==> config.mk <==
export PLATFORM = sky130hd
export DESIGN_NAME = delta_key_byte_cipher
export DESIGN_NICKNAME = d
export VERILOG_FILES = /design/src/hw/rtl/dkbc_pkg.sv /design/src/hw/rtl/delta_key_byte_cipher.sv
export SDC_FILE = /design/constraint.sdc
export NUM_CORES = 1
export LEC_CHECK = 0
export BUFFER_PORTS_ARGS = -buffer_cell sky130_fd_sc_hd__clkbuf_2
export CORE_MARGIN = 3
export CORE_UTILIZATION = 60
export DETAILED_ROUTE_END_ITERATION = 12
export PLACE_DENSITY = 0.9
export SYNTH_ARGS = -nofsm -noshare
export SYNTH_HDL_FRONTEND = slang
export SYNTH_SLANG_ARGS = --single-unit
==> constraint.sdc <==
create_clock -name i_clk -period 9.7 [get_ports i_clk]
set_clock_uncertainty 0.1 [all_clocks]
set_input_delay 1.94 -clock i_clk [delete_from_list [all_inputs] [get_ports i_clk]]
set_output_delay 1.94 -clock i_clk [all_outputs]
set_load 0.1 [all_outputs]
==> src/hw/rtl/dkbc_pkg.sv <==
`timescale 1ns / 1ps
// ----------------------------------------------------------------------------
// dkbc_pkg
// Shared widths and configuration register indexes for the delta/key byte
// cipher block and its checker.
// ----------------------------------------------------------------------------
package dkbc_pkg;

    localparam int BYTE_W     = 8;
    localparam int KEY_LEN_W  = 6;
    localparam int CFG_IDX_W  = 3;
    localparam int CFG_DATA_W = 64;
    localparam int KEY_REG_BYTES = 8;

    // configuration register indexes
    typedef enum logic [CFG_IDX_W-1:0] {
        CFG_DECODE_MODE    = 3'd0,
        CFG_USE_KEY        = 3'd1,
        CFG_START_ADDITION = 3'd2,
        CFG_KEY_LENGTH     = 3'd3,
        CFG_KEY_BYTES_0_7  = 3'd4,
        CFG_KEY_BYTES_8_15 = 3'd5,
        CFG_KEY_BYTES_16_23 = 3'd6,
        CFG_KEY_BYTES_24_31 = 3'd7
    } t_cfg_idx;

endpackage

==> src/hw/rtl/delta_key_byte_cipher.sv <==
`timescale 1ns / 1ps
// ----------------------------------------------------------------------------
// delta_key_byte_cipher
// Byte-stream scrambler: delta coding against the previous plaintext byte with
// an alternating, optionally key-weighted offset; encode or decode by config.
// ----------------------------------------------------------------------------
// The block takes one byte per clock while the output side does not stall, and
// returns one byte per byte taken, through the input and output registers. Each byte is
// captured in an input register; the offset (start addition plus an 8x8
// product with the current key byte), the delta arithmetic and the update of
// the stream state all happen in the single step from that register into the
// output register, so a byte may follow its predecessor in the very next
// cycle. Input stall rises only while both stages are full and the output is
// stalled. Configuration writes are always ready and take effect at once; they
// are meant to be done while no transaction is in flight.
module delta_key_byte_cipher
    import dkbc_pkg::*;
#(
    parameter int MAX_KEY_BYTES = 32
) (
    input  logic                  i_clk,
    input  logic                  i_rst_n,
    // input byte channel
    input  logic                  i_in_valid,
    output logic                  o_in_stall,
    input  logic [BYTE_W-1:0]     i_data_byte,
    input  logic                  i_start_of_stream,
    // result byte channel
    output logic                  o_out_valid,
    input  logic                  i_out_stall,
    output logic [BYTE_W-1:0]     o_out_byte,
    // configuration write channel
    input  logic                  i_cfg_valid,
    output logic                  o_cfg_ready,
    input  logic [CFG_IDX_W-1:0]  i_cfg_index,
    input  logic [CFG_DATA_W-1:0] i_cfg_data
);

    localparam int KIDX_W = (MAX_KEY_BYTES > 1) ? $clog2(MAX_KEY_BYTES) : 1;

    // configuration registers
    logic                 r_decode_mode;
    logic                 r_use_key;
    logic [BYTE_W-1:0]    r_start_add;
    logic [KEY_LEN_W-1:0] r_key_len;
    logic [BYTE_W-1:0]    r_key [MAX_KEY_BYTES];

    // pipeline registers
    logic                 r_s1_vld;
    logic [BYTE_W-1:0]    r_s1_data;
    logic                 r_s1_sos;
    logic                 r_out_vld;
    logic [BYTE_W-1:0]    r_out_byte;

    // stream state
    logic [BYTE_W-1:0]    r_prev;
    logic                 r_sub;
    logic [KIDX_W-1:0]    r_kidx;
    logic                 r_first;

    logic [BYTE_W-1:0]    n_prev;
    logic                 n_sub;
    logic [KIDX_W-1:0]    n_kidx;
    logic [BYTE_W-1:0]    n_out_byte;

    logic                 advance;
    logic                 in_accept;
    logic [BYTE_W-1:0]    cur_prev;
    logic                 cur_sub;
    logic [KIDX_W-1:0]    cur_kidx;
    logic                 cur_first;
    logic [KEY_LEN_W-1:0] eff_len;
    logic [KEY_LEN_W-1:0] kidx_inc;
    logic [BYTE_W-1:0]    key_byte;
    logic [2*BYTE_W-1:0]  key_prod;
    logic [BYTE_W-1:0]    offset;
    logic [BYTE_W-1:0]    delta;

    // handshake
    assign advance     = r_s1_vld && (!r_out_vld || !i_out_stall);
    assign o_in_stall  = r_s1_vld && !advance;
    assign in_accept   = i_in_valid && !o_in_stall;
    assign o_out_valid = r_out_vld;
    assign o_out_byte  = r_out_byte;
    assign o_cfg_ready = 1'b1;

    // scalar configuration registers
    always_ff @(posedge i_clk) begin
        if (!i_rst_n) begin
            r_decode_mode <= 1'b0;
            r_use_key     <= 1'b0;
            r_start_add   <= '0;
            r_key_len     <= KEY_LEN_W'(1);
        end else if (i_cfg_valid) begin
            case (t_cfg_idx'(i_cfg_index))
                CFG_DECODE_MODE:    r_decode_mode <= i_cfg_data[0];
                CFG_USE_KEY:        r_use_key     <= i_cfg_data[0];
                CFG_START_ADDITION: r_start_add   <= i_cfg_data[BYTE_W-1:0];
                CFG_KEY_LENGTH:     r_key_len     <= i_cfg_data[KEY_LEN_W-1:0];
                default: ;
            endcase
        end
    end

    // key bytes: each 64-bit key register loads eight consecutive bytes
    for (genvar b = 0; b < MAX_KEY_BYTES; b++) begin : g_key
        localparam int KREG = b / KEY_REG_BYTES;
        localparam int KPOS = b % KEY_REG_BYTES;
        always_ff @(posedge i_clk) begin
            if (!i_rst_n) begin
                r_key[b] <= '0;
            end else if (i_cfg_valid &&
                         i_cfg_index == CFG_IDX_W'(int'(CFG_KEY_BYTES_0_7) + KREG)) begin
                r_key[b] <= i_cfg_data[KPOS*BYTE_W +: BYTE_W];
            end
        end
    end

    // start of stream clears the state seen by this byte
    always_comb begin
        cur_prev  = r_s1_sos ? '0   : r_prev;
        cur_sub   = r_s1_sos ? 1'b0 : r_sub;
        cur_kidx  = r_s1_sos ? '0   : r_kidx;
        cur_first = r_s1_sos ? 1'b1 : r_first;
    end

    // clamp key length to 1..MAX_KEY_BYTES and step the key index
    always_comb begin
        eff_len = r_key_len;
        if (r_key_len == '0) begin
            eff_len = KEY_LEN_W'(1);
        end
        if (r_key_len > KEY_LEN_W'(MAX_KEY_BYTES)) begin
            eff_len = KEY_LEN_W'(MAX_KEY_BYTES);
        end
        kidx_inc = KEY_LEN_W'(cur_kidx) + KEY_LEN_W'(1);
        if (!r_use_key) begin
            n_kidx = cur_kidx;
        end else if (kidx_inc >= eff_len) begin
            n_kidx = '0;
        end else begin
            n_kidx = kidx_inc[KIDX_W-1:0];
        end
    end

    // offset: start addition, plus start addition times key byte when keyed
    assign key_byte = r_key[cur_kidx];
    assign key_prod = r_start_add * key_byte;
    assign offset   = r_use_key ? r_start_add + key_prod[BYTE_W-1:0] : r_start_add;

    // delta coding, modulo 256
    always_comb begin
        delta = '0;
        if (cur_first) begin
            n_sub = cur_sub;
            if (r_decode_mode) begin
                n_out_byte = r_s1_data - offset;
                n_prev     = n_out_byte;
            end else begin
                n_out_byte = r_s1_data + offset;
                n_prev     = r_s1_data;
            end
        end else begin
            n_sub = !cur_sub;
            if (r_decode_mode) begin
                delta      = cur_sub ? r_s1_data + offset : r_s1_data - offset;
                n_prev     = cur_prev + delta;
                n_out_byte = n_prev;
            end else begin
                delta      = r_s1_data - cur_prev;
                n_out_byte = cur_sub ? delta - offset : delta + offset;
                n_prev     = r_s1_data;
            end
        end
    end

    // input stage: capture a transaction whenever the stage frees up
    always_ff @(posedge i_clk) begin
        if (!i_rst_n) begin
            r_s1_vld <= 1'b0;
        end else if (in_accept) begin
            r_s1_vld <= 1'b1;
        end else if (advance) begin
            r_s1_vld <= 1'b0;
        end
    end

    always_ff @(posedge i_clk) begin
        if (in_accept) begin
            r_s1_data <= i_data_byte;
            r_s1_sos  <= i_start_of_stream;
        end
    end

    // output stage and stream state: advance together
    always_ff @(posedge i_clk) begin
        if (!i_rst_n) begin
            r_out_vld <= 1'b0;
            r_prev    <= '0;
            r_sub     <= 1'b0;
            r_kidx    <= '0;
            r_first   <= 1'b1;
        end else if (advance) begin
            r_out_vld <= 1'b1;
            r_prev    <= n_prev;
            r_sub     <= n_sub;
            r_kidx    <= n_kidx;
            r_first   <= 1'b0;
        end else if (!i_out_stall) begin
            r_out_vld <= 1'b0;
        end
    end

    always_ff @(posedge i_clk) begin
        if (advance) begin
            r_out_byte <= n_out_byte;
        end
    end

endmodule

== Word-level counts from Yosys, hierarchy flattened ==
Memories as Yosys holds them, arrays and structs flattened.
Index checks and enable logic that the tools add are counted.

* Register bits: 50
* RAM bits: 256
* Input port bits: 81
* Output and inout port bits: 11
* Memories: 1

* Add/sub/neg operators: 8
* Multiply operators: 1
* Magnitude comparators: 2
* Equality and inequality tests: 8
* Muxes and demuxes: 67
* Bitwise gates (word level): 32
* Reductions and logical operators: 20

{| class="wikitable"
|+ Memories
! name !! depth !! bits a word !! rd ports !! clocked after Yosys merged registers in !! wr ports !! line !! text
|-
| r_key || 32 || 8 || 1 || 0 || 32 || delta_key_byte_cipher.sv:46 || <nowiki>logic [BYTE_W-1:0] r_key [MAX_KEY_BYTES];</nowiki>
|}

{| class="wikitable"
|+ Operators by type and width
! kind !! number
|-
| $mux W8 || 42
|-
| $add A8 B8 Y8 || 4
|-
| $or A1 B1 Y1 || 32
|-
| $sub A8 B8 Y8 || 3
|-
| $mux W1 || 20
|-
| $mux W5 || 3
|-
| $eq A3 B3 Y1 const B || 4
|-
| $mux W6 || 2
|-
| $mul A8 B8 Y8 || 1
|-
| $reduce_and A2 Y1 || 4
|-
| $logic_and A1 B1 Y1 || 7
|-
| $add A5 B1 Y6 const B || 1
|-
| $eq A3 B2 Y1 const B || 2
|-
| $ge A6 B6 Y1 || 1
|-
| $gt A6 B6 Y1 const B || 1
|-
| $logic_not A6 Y1 || 1
|-
| $logic_not A1 Y1 || 5
|-
| $eq A3 B1 Y1 const B || 1
|-
| $logic_not A3 Y1 || 1
|-
| $ne A2 B1 Y1 const B || 1
|-
| $reduce_bool A2 Y1 || 1
|-
| $logic_or A1 B1 Y1 || 1
|}

== Longest topological paths before layout ==
An unclocked memory read counts as a cell.

* Depth in word-level cells: 10
* Depth in mapped cells: 40
* Depth with buffers taken out: 37

== Worst setup path before layout ==
OpenSTA, ideal clock, no wires.

* Kind: input -> register
* From: in i_cfg_valid
* To: mem r_key[0][0], enable pin
* Library setup time: 582 ps
* Data arrival time: 6756 ps
* Slack: 2262 ps
* Stages: 2
* Path buffers: 0
* Path through: nand2_1 -> o31ai_1

{| class="wikitable"
|+ RTL lines
! element !! line !! text
|-
| start: declaration || delta_key_byte_cipher.sv:33 || <nowiki>input logic i_cfg_valid,</nowiki>
|-
| end: declaration || delta_key_byte_cipher.sv:46 ||
|}

== Final worst setup path ==
* From: reg r_s1_sos
* To: reg r_out_byte[7], in the netlist o_out_byte[7] (data pin)

* Cells in the longest elaborated chain, start to end: 10
* Elaborated cells between the ends (all ways): 19

{| class="wikitable"
|+ Ends and longest elaborated chain
! element !! line !! text
|-
| start: declaration || delta_key_byte_cipher.sv:51 || <nowiki>logic r_s1_sos;</nowiki>
|-
| start signal: assignment || delta_key_byte_cipher.sv:191 || <nowiki>r_s1_sos <= i_start_of_stream;</nowiki>
|-
| $mux W5 || delta_key_byte_cipher.sv:123 || <nowiki>cur_kidx = r_s1_sos ? '0 : r_kidx;</nowiki>
|-
| $mem_v2 Z32 W8 || - ||
|-
| $mul A8 B8 Y8 || delta_key_byte_cipher.sv:148 || <nowiki>assign key_prod = r_start_add * key_byte;</nowiki>
|-
| $add A8 B8 Y8 || delta_key_byte_cipher.sv:149 || <nowiki>assign offset = r_use_key ? r_start_add + key_prod[BYTE_W-1:0] : r_start_add;</nowiki>
|-
| $mux W8 || delta_key_byte_cipher.sv:149 ||
|-
| $sub A8 B8 Y8 / $add A8 B8 Y8 (equally long branches) || delta_key_byte_cipher.sv:157, delta_key_byte_cipher.sv:166, delta_key_byte_cipher.sv:160 ||
|-
| $mux W8 || delta_key_byte_cipher.sv:166 || <nowiki>delta = cur_sub ? r_s1_data + offset : r_s1_data - offset;</nowiki>
|-
| $add A8 B8 Y8 || delta_key_byte_cipher.sv:167 || <nowiki>n_prev = cur_prev + delta;</nowiki>
|-
| $mux W8 || delta_key_byte_cipher.sv:165 || <nowiki>if (r_decode_mode) begin</nowiki>
|-
| $mux W8 (*) || delta_key_byte_cipher.sv:154 || <nowiki>if (cur_first) begin</nowiki>
|-
| via n_out_byte[7] || delta_key_byte_cipher.sv:64 || <nowiki>logic [BYTE_W-1:0] n_out_byte;</nowiki>
|-
| end signal: assignment || delta_key_byte_cipher.sv:216 || <nowiki>r_out_byte <= n_out_byte;</nowiki>
|-
| end: declaration || delta_key_byte_cipher.sv:53 || <nowiki>logic [BYTE_W-1:0] r_out_byte;</nowiki>
|}

The timed path passes the listed nets; every way through them passes the cells marked *.
A chain may end at the register's enable or synchronous reset.

==> impl_metrics.json <==
{
  "postLayoutCoreUtil_pct": 67.8,
  "fp.dieArea_um2": 30600,
  "yosys_warnings": 0,
  "timing.final.crit_period_ns": 8.94,
  "num-nets-final": 1697,
  "asyncSetResetFlopFracSynth_pct": 0,
  "setup_tns_ns": 0,
  "grt_max_degree": 65,
  "post-route-drc-count": 0,
  "cts_made_buffers": 34,
  "maxCapViolations": 0,
  "violation_count_after_the_first_detailed_routing_iteration": 1464,
  "power_per_cell_area_nw_per_um2": 169,
  "gp_congestion": 0.921,
  "count_of_flip_flops_with_a_built_in_enable_after_synthesis": 273,
  "synth_top_cell_area_share_pct": 47.9,
  "synth.top_cells.by_area": "edfxtp_1 (48%), and2_1 (9.5%), ha_1 (4.2%), dfxtp_1 (3.9%), mux2i_1 (3.7%)",
  "cp_max_fo": 18,
  "routedWlPerCell_um": 22.5,
  "vias": 12200,
  "cts_buffer_depth": 3,
  "global_route_wire_length_before_repair_um": 68100,
  "drive_gt1_share_pct": 13.8,
  "core_um2": 27900,
  "synth_nets": 1636,
  "die_x_um": 175,
  "grt.overflow.total": 0,
  "cts.hold.buffers_added": 0,
  "register_area_share_after_synthesis_pct": 51.7,
  "worstSetupStartpointType": "flip-flop",
  "cell_rows": 61,
  "slew_headroom_pct": 29.0,
  "postSynthRegisterBits": 306,
  "drt-total-wl_um": 43600,
  "netlist-cell-type-count": 86,
  "critical_path.endpoint_type": "flip-flop",
  "globalRouteTotalUtil_pct": 28.5,
  "hpwl_um": 27800,
  "antenna-diode-count": 0,
  "crit_path_max_incr_delay_ns": 0.90,
  "synth.cell_area_um2": 17100,
  "floorplan.initialDensity_pct": 61.3,
  "cts_resized": 0,
  "slew_violations": 0,
  "synth_cells": 1474,
  "top_library_cells_by_usage_in_the_layout_fill_and_taps_aside": "edfxtp_1 (273), and2_1 (259), clkbuf_2 (90)",
  "flow.area_growth_from_synthesis_pct": 10.5,
  "worst-setup-path-type": "flip-flop to flip-flop",
  "most_common_cell_after_layout_fill_and_taps_aside": "edfxtp_1",
  "power.static_leakage_nw": 7.20,
  "timing.critical_path.mode_cell": "nor2_1",
  "htree_levels": 2,
  "register_clock_pin_slew_on_the_reported_worst_setup_and_hold_paths_ns": 0.06,
  "clock_insertion_delay_worst_skew_ns": 0.54,
  "period_share_pct": 92.2,
  "die_h_um": 175,
  "via_count_of_the_first_global_routing_pass": 12500,
  "unrepaired_setup_endpoints_after_global_routing": "no",
  "grt_antenna_before_repair": 0,
  "timing.hold.worst.class": "flip-flop to flip-flop",
  "status": "complete, no violations",
  "critical_path_arrival_ns": 9.11,
  "drt.antenna.violating_nets": 0,
  "tritoncts_num_sinks": 306,
  "standard_cell_with_the_maximum_stage_delay_on_the_critical_path": "nand2b_1",
  "synthDominantAreaCellType": "edfxtp_1",
  "ir_worst_vdd_mv": 0.156,
  "timing.final.setup_violations": 0,
  "timing.final.hold_violations": 0,
  "placement.io_buffers": 90,
  "post_synth.cell_area_avg_um2": 11.6,
  "worst_slew_pin_slew_ns": 1.06,
  "route.detailed.vias_per_inst": 6.29,
  "tritoncts_clock_tree": "built",
  "post-cts-setup-buffer-count": 0,
  "drtPass1Iterations": 5,
  "achievable-frequency_mhz": 112,
  "synth_top_flop_cell": "edfxtp_1",
  "number_of_top_level_pins": 92,
  "cts_root_cell": "clkbuf_16",
  "worst-endpoint-required_ns": 9.87
}
power breakdown:
part	internal [mW]	switching [mW]	total (mW)	leakage (nW)
Sequential	1.52	0.0375	1.56	2.91
Clock	0.740	0.533	1.27	0.524
Combinational	0.140	0.233	0.373	3.77
routing by layer:
layer,wire (um),GRT usage [%],part of all wire (%),vias up
met1,16500,36.5,38,5917
li1,-,-,-,5355
met4,1750,13.1,4.0,0
met3,4620,7.48,11,155
met5,0,0,0,-
met2,20700,45.9,48,753
cells in the mapped netlist (4+ instances only):
library cell / n
nor3b_1: 6
ha_1: 58
a31oi_1: 10
nand3_1: 9
a21o_1: 9
xor2_1: 9
a21boi_0: 9
o22ai_1: 28
o21ai_0: 33
a21oi_1: 54
and2_1: 259
o31ai_1: 5
o21a_1: 6
mux4_2: 17
o211ai_1: 16
inv_1: 71
o221ai_1: 9
or3_1: 4
edfxtp_1: 273
buf_2: 22
nand3b_1: 5
nand2_1: 76
dfxtp_1: 33
or2_2: 5
nand2b_1: 26
a221oi_1: 4
mux2i_1: 63
buf_4: 11
xnor2_1: 39
clkbuf_1: 43
nor2b_1: 40
o21bai_1: 7
nor2_1: 76
nor3_1: 10
a22o_1: 5
a211oi_1: 14
a2111oi_0: 5
buf_6: 7
fa_1: 23
o22a_1: 6
mux2_2: 5
through the flow:
stage                     std cells  hold slack (ns)  area (um^2)  setup slack [ns]  power, mW
after floorplan                1474            0.339        17100              2.26       1.84
after global placement         1877            0.349        17800              1.29       1.93
after detailed placement       1877            0.362        17800              1.12       1.95
after CTS                      1936            0.370        18900              1.03       3.21
after global routing           1936            0.398        18900             0.322       3.31
final                          1936            0.364        18900             0.759       3.20
final timing paths:
kind / start / end / slack (ns) / depth (start not counted)
max: r_s1_sos$_DFFE_PP_ / o_out_byte[7]$_DFFE_PP_ / 0.76 / 31
min: r_prev[5]$_SDFFE_PN0P_ / r_prev[5]$_SDFFE_PN0P_ / 0.36 / 2
max reg2reg: r_s1_sos$_DFFE_PP_ / o_out_byte[7]$_DFFE_PP_ / 0.76 / 31
min reg2reg: r_prev[5]$_SDFFE_PN0P_ / r_prev[5]$_SDFFE_PN0P_ / 0.36 / 2
registers in the layout, indices dropped and copies added, names as in the netlist:
signal,cells
o_out_byte,8
o_out_valid,1
r_key,256
r_sub,1
r_s1_data,8
r_key_len,6
r_start_add,8
r_use_key,1
r_s1_vld,1
r_s1_sos,1
r_decode_mode,1
r_prev,8
r_kidx,5
r_first,1
cell families after synthesis:
kind of cell	count (synthesis)	synth area share [%]
xor gates and xnor gates	53	3.04
adders and majority gates	81	6.93
and+or+nand+nor	533	17.3
other	1	0.0219
muxes	86	6.33
buffers and inverters	162	4.41
AOI/OAI and AO/OA	252	10.2
DFF	306	51.7
worst max-delay path, delay by kind of cell, from the launching register on:
kind	cells	cell delay [ns]
buffers and inverters	3	0.22
DFF	1	0.77
xor gates and xnor gates	4	0.63
and+or+nand+nor	7	1.72
adders and majority gates	7	2.72
AOI/OAI and AO/OA	10	2.47
final cells by class:
type	count	area, um^2
Inverter	74	282
Fill cell	1964	9010
Clock buffer	39	880
Sequential cell	306	8860
Timing Repair Buffer	113	623
Clock inverter	20	221
Multi-Input combinational cell	1006	7580
Tap cell	378	473
(Power assumes the default switching activity.)
